### config.mk
export PLATFORM = sky130hd
export DESIGN_NAME = sflm_ctrl
export DESIGN_NICKNAME = d
export VERILOG_FILES = /design/src/rtl/sflm_pkg.sv /design/src/rtl/sflm_ctrl.sv
export SDC_FILE = /design/constraint.sdc
export NUM_CORES = 1
export LEC_CHECK = 0
export BUFFER_PORTS_ARGS = -buffer_cell sky130_fd_sc_hd__buf_2
export CAP_MARGIN = 25
export CORE_MARGIN = 2
export CORE_UTILIZATION = 34
export CTS_CLUSTER_DIAMETER = 150
export CTS_CLUSTER_SIZE = 28
export DETAILED_ROUTE_END_ITERATION = 7
export HOLD_SLACK_MARGIN = 0.08
export PLACE_DENSITY_LB_ADDON = 0.12
export SLEW_MARGIN = 30
export SYNTH_ARGS = -nofsm -noshare
export SYNTH_HDL_FRONTEND = slang
export SYNTH_SLANG_ARGS = --single-unit
### constraint.sdc
create_clock -name clk_i -period 7.75 [get_ports clk_i]
set_input_delay 0.775 -clock clk_i [delete_from_list [all_inputs] [get_ports clk_i]]
set_output_delay 0.775 -clock clk_i [all_outputs]
set_load 0.02 [all_outputs]
### src/rtl/sflm_pkg.sv
// shared types, constants and helpers for the segregated free list manager
`default_nettype none

package sflm_pkg;

  localparam int NumClasses = 8;
  localparam int NumBlocks  = 256;
  localparam int SizeBits   = 16;
  localparam int NodeCount  = NumBlocks + NumClasses;
  localparam int NodeW      = $clog2(NodeCount);
  localparam int BlockW     = $clog2(NumBlocks);
  localparam int ClassW     = $clog2(NumClasses);

  typedef logic [NodeW-1:0]    node_t;
  typedef logic [BlockW-1:0]   block_t;
  typedef logic [ClassW-1:0]   class_t;
  typedef logic [SizeBits-1:0] size_t;

  typedef enum logic [1:0] {
    ModeInsert = 2'd0,
    ModeFind   = 2'd1,
    ModeRemove = 2'd2,
    ModeNop    = 2'd3
  } mode_e;

  typedef enum logic [2:0] {
    StInit,
    StIdle,
    StInsLink,
    StInsHead,
    StRmWrite,
    StFdWalk,
    StFdCheck,
    StResp
  } state_e;

  typedef struct packed {
    mode_e        mode;
    block_t       block_id;
    logic [15:0]  block_size;
    class_t       size_class;
    logic [15:0]  request_size;
  } item_t;

  typedef struct packed {
    logic   found;
    block_t found_block;
    class_t found_class;
  } result_t;

  typedef struct packed {
    node_t raddr;
    logic  we;
    node_t waddr;
    node_t wdata;
  } link_req_t;

  typedef struct packed {
    block_t raddr;
    logic   we;
    block_t waddr;
    size_t  wdata;
  } size_req_t;

  function automatic node_t sentinel(input class_t cls);
    sentinel = node_t'(NumBlocks) + node_t'(cls);
  endfunction

  function automatic node_t block_node(input block_t blk);
    block_node = node_t'(blk);
  endfunction

endpackage

`default_nettype wire

### src/rtl/sflm_ctrl.sv
// operation sequencer: listed bits, list walk and link read-modify-write
`default_nettype none

module sflm_ctrl (
  input  wire logic               clk_i,
  input  wire logic               rst_ni,
  input  wire logic               in_valid_i,
  output logic                    in_ready_o,
  input  wire sflm_pkg::item_t    in_item_i,
  input  wire sflm_pkg::node_t    next_rdata_i,
  input  wire sflm_pkg::node_t    prev_rdata_i,
  input  wire sflm_pkg::size_t    size_rdata_i,
  output sflm_pkg::link_req_t     next_req_o,
  output sflm_pkg::link_req_t     prev_req_o,
  output sflm_pkg::size_req_t     size_req_o,
  output logic                    res_valid_o,
  input  wire logic               res_ready_i,
  output sflm_pkg::result_t       res_o
);

  sflm_pkg::state_e  state_q, state_d;
  sflm_pkg::item_t   item_q, item_d;
  sflm_pkg::class_t  cls_q, cls_d;
  sflm_pkg::node_t   node_q, node_d;
  sflm_pkg::class_t  init_cnt_q, init_cnt_d;
  sflm_pkg::result_t res_q, res_d;
  logic [sflm_pkg::NumBlocks-1:0] listed_q, listed_d;

  logic             accept;
  logic             fit;
  logic             cand_is_sent;
  logic             last_class;
  sflm_pkg::block_t node_blk;

  assign accept       = in_valid_i && (state_q == sflm_pkg::StIdle);
  assign node_blk     = node_q[sflm_pkg::BlockW-1:0];
  assign fit          = (state_q == sflm_pkg::StFdCheck) &&
                        (size_rdata_i >= item_q.request_size);
  assign cand_is_sent = (next_rdata_i >= sflm_pkg::node_t'(sflm_pkg::NumBlocks));
  assign last_class   = (cls_q == sflm_pkg::class_t'(sflm_pkg::NumClasses - 1));

  // next state
  always_comb begin
    state_d = state_q;
    unique case (state_q)
      sflm_pkg::StInit: begin
        if (init_cnt_q == sflm_pkg::class_t'(sflm_pkg::NumClasses - 1)) begin
          state_d = sflm_pkg::StIdle;
        end
      end
      sflm_pkg::StIdle: begin
        if (accept) begin
          unique case (in_item_i.mode)
            sflm_pkg::ModeInsert: state_d = listed_q[in_item_i.block_id] ?
                                            sflm_pkg::StResp : sflm_pkg::StInsLink;
            sflm_pkg::ModeFind:   state_d = sflm_pkg::StFdWalk;
            sflm_pkg::ModeRemove: state_d = listed_q[in_item_i.block_id] ?
                                            sflm_pkg::StRmWrite : sflm_pkg::StResp;
            default:              state_d = sflm_pkg::StResp;
          endcase
        end
      end
      sflm_pkg::StInsLink: state_d = sflm_pkg::StInsHead;
      sflm_pkg::StInsHead: state_d = sflm_pkg::StResp;
      sflm_pkg::StRmWrite: state_d = sflm_pkg::StResp;
      sflm_pkg::StFdWalk, sflm_pkg::StFdCheck: begin
        if (fit) begin
          state_d = sflm_pkg::StResp;
        end else if (cand_is_sent) begin
          state_d = last_class ? sflm_pkg::StResp : sflm_pkg::StFdWalk;
        end else begin
          state_d = sflm_pkg::StFdCheck;
        end
      end
      sflm_pkg::StResp: begin
        if (res_ready_i) begin
          state_d = sflm_pkg::StIdle;
        end
      end
      default: state_d = sflm_pkg::StIdle;
    endcase
  end

  // memory requests and datapath
  always_comb begin
    next_req_o = '0;
    prev_req_o = '0;
    size_req_o = '0;
    item_d     = item_q;
    cls_d      = cls_q;
    node_d     = node_q;
    init_cnt_d = init_cnt_q;
    res_d      = res_q;
    listed_d   = listed_q;
    unique case (state_q)
      sflm_pkg::StInit: begin
        // sentinels start pointing at themselves
        next_req_o.we    = 1'b1;
        next_req_o.waddr = sflm_pkg::sentinel(init_cnt_q);
        next_req_o.wdata = sflm_pkg::sentinel(init_cnt_q);
        prev_req_o.we    = 1'b1;
        prev_req_o.waddr = sflm_pkg::sentinel(init_cnt_q);
        prev_req_o.wdata = sflm_pkg::sentinel(init_cnt_q);
        init_cnt_d       = init_cnt_q + 1'b1;
      end
      sflm_pkg::StIdle: begin
        if (in_item_i.mode == sflm_pkg::ModeRemove) begin
          next_req_o.raddr = sflm_pkg::block_node(in_item_i.block_id);
          prev_req_o.raddr = sflm_pkg::block_node(in_item_i.block_id);
        end else begin
          next_req_o.raddr = sflm_pkg::sentinel(in_item_i.size_class);
        end
        if (accept) begin
          item_d = in_item_i;
          cls_d  = in_item_i.size_class;
          res_d  = '0;
        end
      end
      sflm_pkg::StInsLink: begin
        node_d           = next_rdata_i;
        next_req_o.we    = 1'b1;
        next_req_o.waddr = sflm_pkg::sentinel(item_q.size_class);
        next_req_o.wdata = sflm_pkg::block_node(item_q.block_id);
        prev_req_o.we    = 1'b1;
        prev_req_o.waddr = sflm_pkg::block_node(item_q.block_id);
        prev_req_o.wdata = sflm_pkg::sentinel(item_q.size_class);
        size_req_o.we    = 1'b1;
        size_req_o.waddr = item_q.block_id;
        size_req_o.wdata = sflm_pkg::size_t'(item_q.block_size);
      end
      sflm_pkg::StInsHead: begin
        next_req_o.we    = 1'b1;
        next_req_o.waddr = sflm_pkg::block_node(item_q.block_id);
        next_req_o.wdata = node_q;
        prev_req_o.we    = 1'b1;
        prev_req_o.waddr = node_q;
        prev_req_o.wdata = sflm_pkg::block_node(item_q.block_id);
        listed_d[item_q.block_id] = 1'b1;
      end
      sflm_pkg::StRmWrite: begin
        next_req_o.we    = 1'b1;
        next_req_o.waddr = prev_rdata_i;
        next_req_o.wdata = next_rdata_i;
        prev_req_o.we    = 1'b1;
        prev_req_o.waddr = next_rdata_i;
        prev_req_o.wdata = prev_rdata_i;
        listed_d[item_q.block_id] = 1'b0;
      end
      sflm_pkg::StFdWalk, sflm_pkg::StFdCheck: begin
        if (fit) begin
          next_req_o.we    = 1'b1;
          next_req_o.waddr = prev_rdata_i;
          next_req_o.wdata = next_rdata_i;
          prev_req_o.we    = 1'b1;
          prev_req_o.waddr = next_rdata_i;
          prev_req_o.wdata = prev_rdata_i;
          listed_d[node_blk] = 1'b0;
          res_d.found        = 1'b1;
          res_d.found_block  = node_blk;
          res_d.found_class  = cls_q;
        end else if (cand_is_sent) begin
          // end of this class list, move to the next class head
          if (!last_class) begin
            cls_d            = cls_q + 1'b1;
            next_req_o.raddr = sflm_pkg::sentinel(cls_q + 1'b1);
          end
        end else begin
          node_d           = next_rdata_i;
          next_req_o.raddr = next_rdata_i;
          prev_req_o.raddr = next_rdata_i;
          size_req_o.raddr = next_rdata_i[sflm_pkg::BlockW-1:0];
        end
      end
      sflm_pkg::StResp: ;
      default: ;
    endcase
  end

  always_ff @(posedge clk_i or negedge rst_ni) begin
    if (!rst_ni) begin
      state_q    <= sflm_pkg::StInit;
      init_cnt_q <= '0;
      listed_q   <= '0;
    end else begin
      state_q    <= state_d;
      init_cnt_q <= init_cnt_d;
      listed_q   <= listed_d;
    end
  end

  always_ff @(posedge clk_i) begin
    item_q <= item_d;
    cls_q  <= cls_d;
    node_q <= node_d;
    res_q  <= res_d;
  end

  assign in_ready_o  = (state_q == sflm_pkg::StIdle);
  assign res_valid_o = (state_q == sflm_pkg::StResp);
  assign res_o       = res_q;

  // found block is no longer marked listed
  a_found_unlisted: assert property (@(posedge clk_i) disable iff (!rst_ni)
    (state_q == sflm_pkg::StResp && res_q.found) |-> !listed_q[res_q.found_block])
    else $error("found block still listed");

  // an insert marks its block listed
  a_insert_lists: assert property (@(posedge clk_i) disable iff (!rst_ni)
    (state_q == sflm_pkg::StInsHead) |=> listed_q[$past(item_q.block_id)])
    else $error("inserted block not listed");

  // search never goes below its starting class
  a_class_order: assert property (@(posedge clk_i) disable iff (!rst_ni)
    (state_q == sflm_pkg::StFdWalk || state_q == sflm_pkg::StFdCheck)
      |-> cls_q >= item_q.size_class)
    else $error("search class below start");

  // only find results may report found
  a_found_mode: assert property (@(posedge clk_i) disable iff (!rst_ni)
    (state_q == sflm_pkg::StResp && res_q.found) |-> item_q.mode == sflm_pkg::ModeFind)
    else $error("found set outside find");

endmodule

`default_nettype wire

Word level (Yosys, flattened, before mapping)
Cells that the tools add are included.
{ "classes": {"n_lt_le_gt_ge": 7, "add_sub_neg": 6, "bitwise_logic": 5, "reduce_logical": 17, "n_eq_ne": 19, "n_mux": 46} }
{ "op_table": {"columns": ["operator", "count"], "rows": [
  ["$pmux 256 s3", 1],
  ["$and 256x256->256", 2],
  ["$not 256->256", 2],
  ["$mux 256", 1],
  ["$or 256x256->256", 1],
  ["$pmux 19 s5", 2],
  ["$mux 9", 8],
  ["$pmux 9 s2", 3],
  ["$mux 19", 2],
  ["$add 9x3->9 const A", 4],
  ["$mux 8", 4],
  ["$lt 8x9->1 const B", 3],
  ["$mux 25", 1],
  ["$mux 12", 2],
  ["$mux 3", 8],
  ["$pmux 12 s2", 1],
  ["$eq 3x3->1 const B", 6],
  ["$pmux 3 s6", 1],
  ["$demux 1 s8", 2],
  ["$ge 16x16->1", 1],
  ["$ge 8x1->1 const B", 2],
  ["$ne 2x2->1 const B", 6],
  ["$ge 9x9->1 const B", 1],
  ["$pmux 3 s3", 1],
  ["19 further kinds", 35]
]} }
{ "word_totals": {"regBits": 329, "input_bits": 83} }

Logic depth before layout (Yosys ltp)
Gate-level depths: netlist of run 1.
{ "logic_depth": {"depth_word": 8, "depth_mapped": 13, "ltp_nobuf": 10} }

Worst setup path after synthesis of run 1
OpenSTA, ideal clock, no wires.
{ "synth_timing": {"path_type": "input -> output", "start": "input size_rdata_i[9]", "end": "output prev_req_o[12] in the netlist's numbering", "cell_stages": 11, "slack_ns": 3.774, "arrival_ns": 3.201, "path_cell_list": "ha_1 -> a21o_1 -> a21o_1 -> a2111oi_0 -> o211a_1 -> o211a_1 -> nor2_1 -> clkbuf_1 -> clkbuf_1 -> a221o_1 -> buf_4"} }
{ "synth_rtl": {"columns": ["item", "line_no", "source"], "rows": [
  ["start, declared", "sflm_ctrl.sv:12", "input wire sflm_pkg::size_t size_rdata_i,"],
  ["end, declared", "sflm_ctrl.sv:14", "output sflm_pkg::link_req_t prev_req_o,"]
]} }

==> results of run 1 <==
[state kept, by name, summed over array words and instances, names as in the netlist]
signal      cells
listed_q      256
cls_q           3
state_q         3
item_q         43
node_q          9
init_cnt_q      3
res_o          12
[cell type report]
cell class                      instances  area (um^2)
Tap cell                              756          946
Clock inverter                          2         17.5
Timing Repair Buffer                  240         1410
Clock buffer                           19          390
Sequential cell                       329         8570
Fill cell                            5562        35000
Multi-Input combinational cell       1312         9580
Inverter                               28          108
[cells by family after synthesis]
family / count (synthesis) / share of synthesized area
multiplexers: 99 / 0.0819
adder cells (fa/ha/maj): 24 / 0.0157
flip-flops: 329 / 0.447
XOR/XNOR: 1 / 0.000457
buffers and inverters: 266 / 0.0634
AO/OA/AOI/OAI: 898 / 0.317
other: 1 / 0.000195
AND/OR/NAND/NOR: 289 / 0.0746
[worst max-delay path, delay by kind of cell (launching register included)]
kind	cells	cell delay (ns)
compound gates	6	1.85
buf+inv	3	0.44
flops	1	0.38
fa+ha+maj	1	0.23
simple gates	1	0.09
[per-layer routing]
| metal | vias up | global-route usage | wire length (um) |
|---|---|---|---|
| met3 | 202 | 0.0466 | 7480 |
| met5 | - | 0 | 0 |
| met4 | 0 | 0.116 | 3940 |
| li1 | 7724 | - | - |
| met1 | 9367 | 0.383 | 34700 |
| met2 | 1100 | 0.446 | 39400 |
[where the power goes]
part | switching (mW) | leakage, nW | total (mW) | internal [mW]
sequential | 0.200 | 4.25 | 2.20 | 2.00
clock | 0.610 | 0.199 | 0.977 | 0.367
combinational | 1.64 | 3.91 | 2.23 | 0.598
[worst paths after layout]
kind,start,end,depth (start not counted)
worst min register to register,init_cnt_q[0]$_DFFE_PN0N_,init_cnt_q[0]$_DFFE_PN0N_,1
min in group clk_i,in_item_i[10],item_q[10]$_DFFE_PP_,1
worst max-delay path,item_q[9]$_DFFE_PP_,prev_req_o[14],11
max in group asynchronous,rst_ni,listed_q[209]$_DFFE_PN0P_,3
worst min-delay path,rst_ni,listed_q[109]$_DFFE_PN0P_,1
worst max register to register,state_q[1]$_DFFE_PN0P_,listed_q[204]$_DFFE_PN0P_,9
[layout by cell type, fill, tap and decap left out, drive strengths merged, types with 3 or more instances in the layout]
cell type | Yosys | final
o22ai | 13 | 13
nor2 | 44 | 44
mux2i | 29 | 29
and2 | 35 | 35
a22o | 8 | 8
a211oi | 7 | 7
a2111oi | 3 | 3
edfxtp | 67 | 67
and3 | 14 | 14
mux4 | 40 | 40
nand4 | 6 | 6
dfrtp | 262 | 262
o21ai | 19 | 19
a21o | 13 | 13
buf | 59 | 240
inv | 28 | 30
nand3 | 19 | 19
a221o | 7 | 7
clkbuf | 179 | 19
mux2 | 30 | 30
nand3b | 4 | 4
o211a | 3 | 3
nand2b | 19 | 19
a31oi | 257 | 257
o221a | 4 | 4
nor2b | 24 | 24
nor3 | 20 | 20
ha | 24 | 24
nand2 | 92 | 92
a21oi | 275 | 275
nor4 | 6 | 6
a221oi | 16 | 16
o221ai | 258 | 258
==> qor.csv, run 1 <==
metric,value,unit
drv_slew,0,
period_share,0.597,
ys_top_cells_by_count,"275 x a21oi_1, 262 x dfrtp_1, 258 x o221ai_1",
crit_fanout,170,
leakage,8.36,nW
pre_cts_slack,3.19,ns
path_class,reg -> out,
cts_setup_buffers,0,
rsz0062_at_grt,no,
period_needed,4.63,ns
vias,18393,
fin_nets,2033,
synth_top_area_share,0.342,
dp_hpwl,49800,um
slew_headroom,0.206,
routed_wl,85600,um
wl_per_cell,31.9,um
ant_nets,0,
slowest_stage,a221o_1,
synth_seq_cells,329,
max_freq,0.216,GHz
fin_skew,0.0347,ns
crit_required,6.97,ns
die_x,242,um
syn_area,19200,um^2
drv_cap,0,
finalSetupViolCount,0,
hp-class,in -> async,
fin_setup_tns,0,ns
final_cells,2686,
port_buffers,184,
ios,186,
synth_top_cell_by_area,dfrtp_1,
powerDensity,258,nW/um^2
syn-instance-count,1907,
power,5.41,mW
cts_buffers,15,
dieArea,58300,um^2
yosysWarnings,0,
grt_antenna_before_repair,1,
utilization,0.375,
yosysSeqAreaShare,0.447,
postCtsHoldBufs,0,
remaining_drc_errors,0,
track_usage,0.282,
floorplan.initialDensity,0.342,
status,"finished, final reports clean",
synth_edf_count,67,
drt_iter0_drc,2278,
clk-insertion-delay-late,0.56,ns
cts_tree,built,
crit_path_end_kind,output pin,
clkSinkCount,329,
grt_pass1_vias,17285,
critPathLaunchType,flop,
syn-num-nets,2014,
dieHeight,242,um
critPathMaxStageDelay,0.53,ns
cts_buffer_depth,3,
via_per_inst,6.85,
clkSlewWorstSetupHoldPaths,0.11,ns
worstPathArrival,3.85,ns
synth-main-ff-cell,dfrtp_1,
whs,0.200,ns
place_area,20600,um^2
async_flop_share,0.796,
vdd_ir_drop_max,172,uV
r2r_slack,3.74,ns
netlist-cell-type-count,64,
fin_area,21000,um^2
htreeDepth,1,
synth_most_common_cell,a21oi_1,
core_area,56100,um^2
synth_area_leaders,"dfrtp_1 34%, o221ai_1 12%, edfxtp_1 10%",
dr.pass1.iters,6,
area_delta_synth_final,9.54,%
crit_chain,"inv_1, ha_1, a21o_1, a21o_1, a2111oi_0, o211a_1, o211a_1, nor2_4, buf_12, a221o_1, buf_2",
root_buffer,clkbuf_16,
dp_cells,2664,
drive_above_1_share,0.192,
grt_max_degree,171,
final.setup.worst_slack,3.12,ns
tightest_slew,1.19,ns
gp_congestion,0.899,
num_rows,87,
hold_viol_final,0,
cts_resized,0,
syn_area_per_cell,10.1,um^2
gr-total-overflow,0,
grt_first_pass_wirelength,125000,um
diodes,0,
Power figures use the tool's default switching activity.
==> inputs of run 2 (changes only) <==
==> constraint.sdc (replaced) <==
create_clock -name clk_i -period 4.3 [get_ports clk_i]
set_input_delay 0.43 -clock clk_i [delete_from_list [all_inputs] [get_ports clk_i]]
set_output_delay 0.43 -clock clk_i [all_outputs]
set_load 0.02 [all_outputs]
==> run 2 against run 1 <==
  * Critical path depth up 1
  * Sequential power rose by 83%
  * Sequential share of layout area is 1.1 points lower
  * Via count up 1.8%
  * Clock skew grew 0.0098 ns
  * Largest cell class unchanged
  * Largest power group unchanged
==> qor.csv, run 2 (synthesis gave the netlist of run 1 again) <==
metric,value,unit
critPathMaxStageDelay,0.41,ns
grt_first_pass_wirelength,128000,um
largest_reg_flops,256,
drv_cap,0,
utilization,0.385,
power,9.89,mW
grt_pass1_vias,17814,
max_freq,0.265,GHz
period_needed,3.77,ns
cts_resized,0,
finalSetupViolCount,0,
tightest_slew,1.20,ns
ios,186,
cts_buffers,15,
clkSlewWorstSetupHoldPaths,0.12,ns
grt_antenna_before_repair,1,
slew_headroom,0.200,
floorplan.initialDensity,0.342,
wl_per_cell,31.9,um
fin_setup_tns,0,ns
port_buffers,184,
final_common_cell,a21oi_1,
place_area,20800,um^2
hold_viol_final,0,
fin_skew,0.0445,ns
fin_area,21600,um^2
dr.pass1.iters,7,
dieArea,58300,um^2
cpMostUsedCell,a21o_1,
critPathLaunchType,flop,
leakage,8.66,nW
rsz0062_at_grt,no,
hp-class,in -> reg,
die_x,242,um
ff_latch_area,8570,um^2
crit_path_end_kind,output pin,
nFillCells,5517,
final.setup.worst_slack,0.532,ns
slowest_stage,a2111oi_0,
routed_wl,88000,um
fin_nets,2104,
via_per_inst,6.79,
r2r_slack,0.67,ns
powerDensity,458,nW/um^2
grt_max_degree,183,
num_rows,87,
period_share,0.876,
drive_above_1_share,0.191,
core_area,56100,um^2
mostFrequentLayoutCells,"275 x a21oi_1, 262 x dfrtp_1, 258 x o221ai_1",
gr-total-overflow,0,
drv_slew,0,
cts_tree,built,
dp_cells,2699,
multi_input_area,9510,um^2
crit_required,3.87,ns
path_class,reg -> out,
largest_register,listed_q,
remaining_drc_errors,0,
clkSinkCount,329,
drt_iter0_drc,2176,
ant_nets,0,
vias,18726,
clk-insertion-delay-late,0.57,ns
crit_fanout,11,
track_usage,0.291,
htreeDepth,1,
status,"finished, final reports clean",
cts_buffer_depth,3,
area_delta_synth_final,12.6,%
whs,0.0966,ns
root_buffer,clkbuf_16,
final_cells,2759,
crit_chain,"inv_1, ha_1, a21o_1, a21o_1, a2111oi_0, o211a_1, o211ai_1, a21oi_1, buf_4, a22o_1, a221o_1, buf_2",
dieHeight,242,um
dp_hpwl,53500,um
gp_congestion,0.960,
vdd_ir_drop_max,532,uV
worstPathArrival,3.34,ns
pre_cts_slack,0.542,ns
## run 2: routing by layer
metal | track usage | part of all wire | vias to the layer above
met3 | 0.0566 | 0.095 | 217
met2 | 0.445 | 0.45 | 1119
li1 | - | - | 7859
met1 | 0.398 | 0.41 | 9531
met4 | 0.132 | 0.050 | 0
met5 | 0 | 0 | -
## run 2: worst paths after layout
check	startpoint	to	depth (start not counted)
hold / removal	next_rdata_i[3]	node_q[3]$_DFFE_PP_	1
setup reg to reg	state_q[0]$_DFFE_PN0P_	listed_q[238]$_DFFE_PN0P_	9
setup / recovery	item_q[9]$_DFFE_PP_	next_req_o[20]	12
min in group asynchronous	rst_ni	listed_q[72]$_DFFE_PN0P_	2
max in group asynchronous	rst_ni	listed_q[209]$_DFFE_PN0P_	4
hold reg to reg	init_cnt_q[0]$_DFFE_PN0N_	init_cnt_q[0]$_DFFE_PN0N_	1
## run 2: what timing repair did
| item | 4_1_cts | 5_1_grt |
|---|---|---|
| hold buffers | 37 | 0 |
| setup endpoints to repair | 0 | 0 |
| hold endpoints to repair | 80 | 0 |
| setup buffers | 0 | 0 |
## run 2: power breakdown
group          leakage [nW]  internal (mW)  switching (mW)  total [mW]
Sequential             4.25           3.61           0.415        4.03
Clock                 0.200          0.666            1.13        1.80
Combinational          4.21           1.14            2.93        4.07
Total                  8.66           5.42            4.47        9.89
## run 2: cell type report
class | instances | area share
Multi-Input combinational cell | 1312 | 0.440
Sequential cell | 329 | 0.397
Antenna cell | 1 | 0.000116
Clock inverter | 2 | 0.000811
Tap cell | 756 | 0.0438
Timing Repair Buffer | 311 | 0.0950
Inverter | 28 | 0.00498
Clock buffer | 20 | 0.0182
## run 2: worst max-delay path: cells and delay by family (launching register included)
family / cells / cell delay [ns]
buffers and inverters: 3 / 0.43
adder cells (fa/ha/maj): 1 / 0.23
AO/OA/AOI/OAI: 8 / 1.75
flip-flops: 1 / 0.38
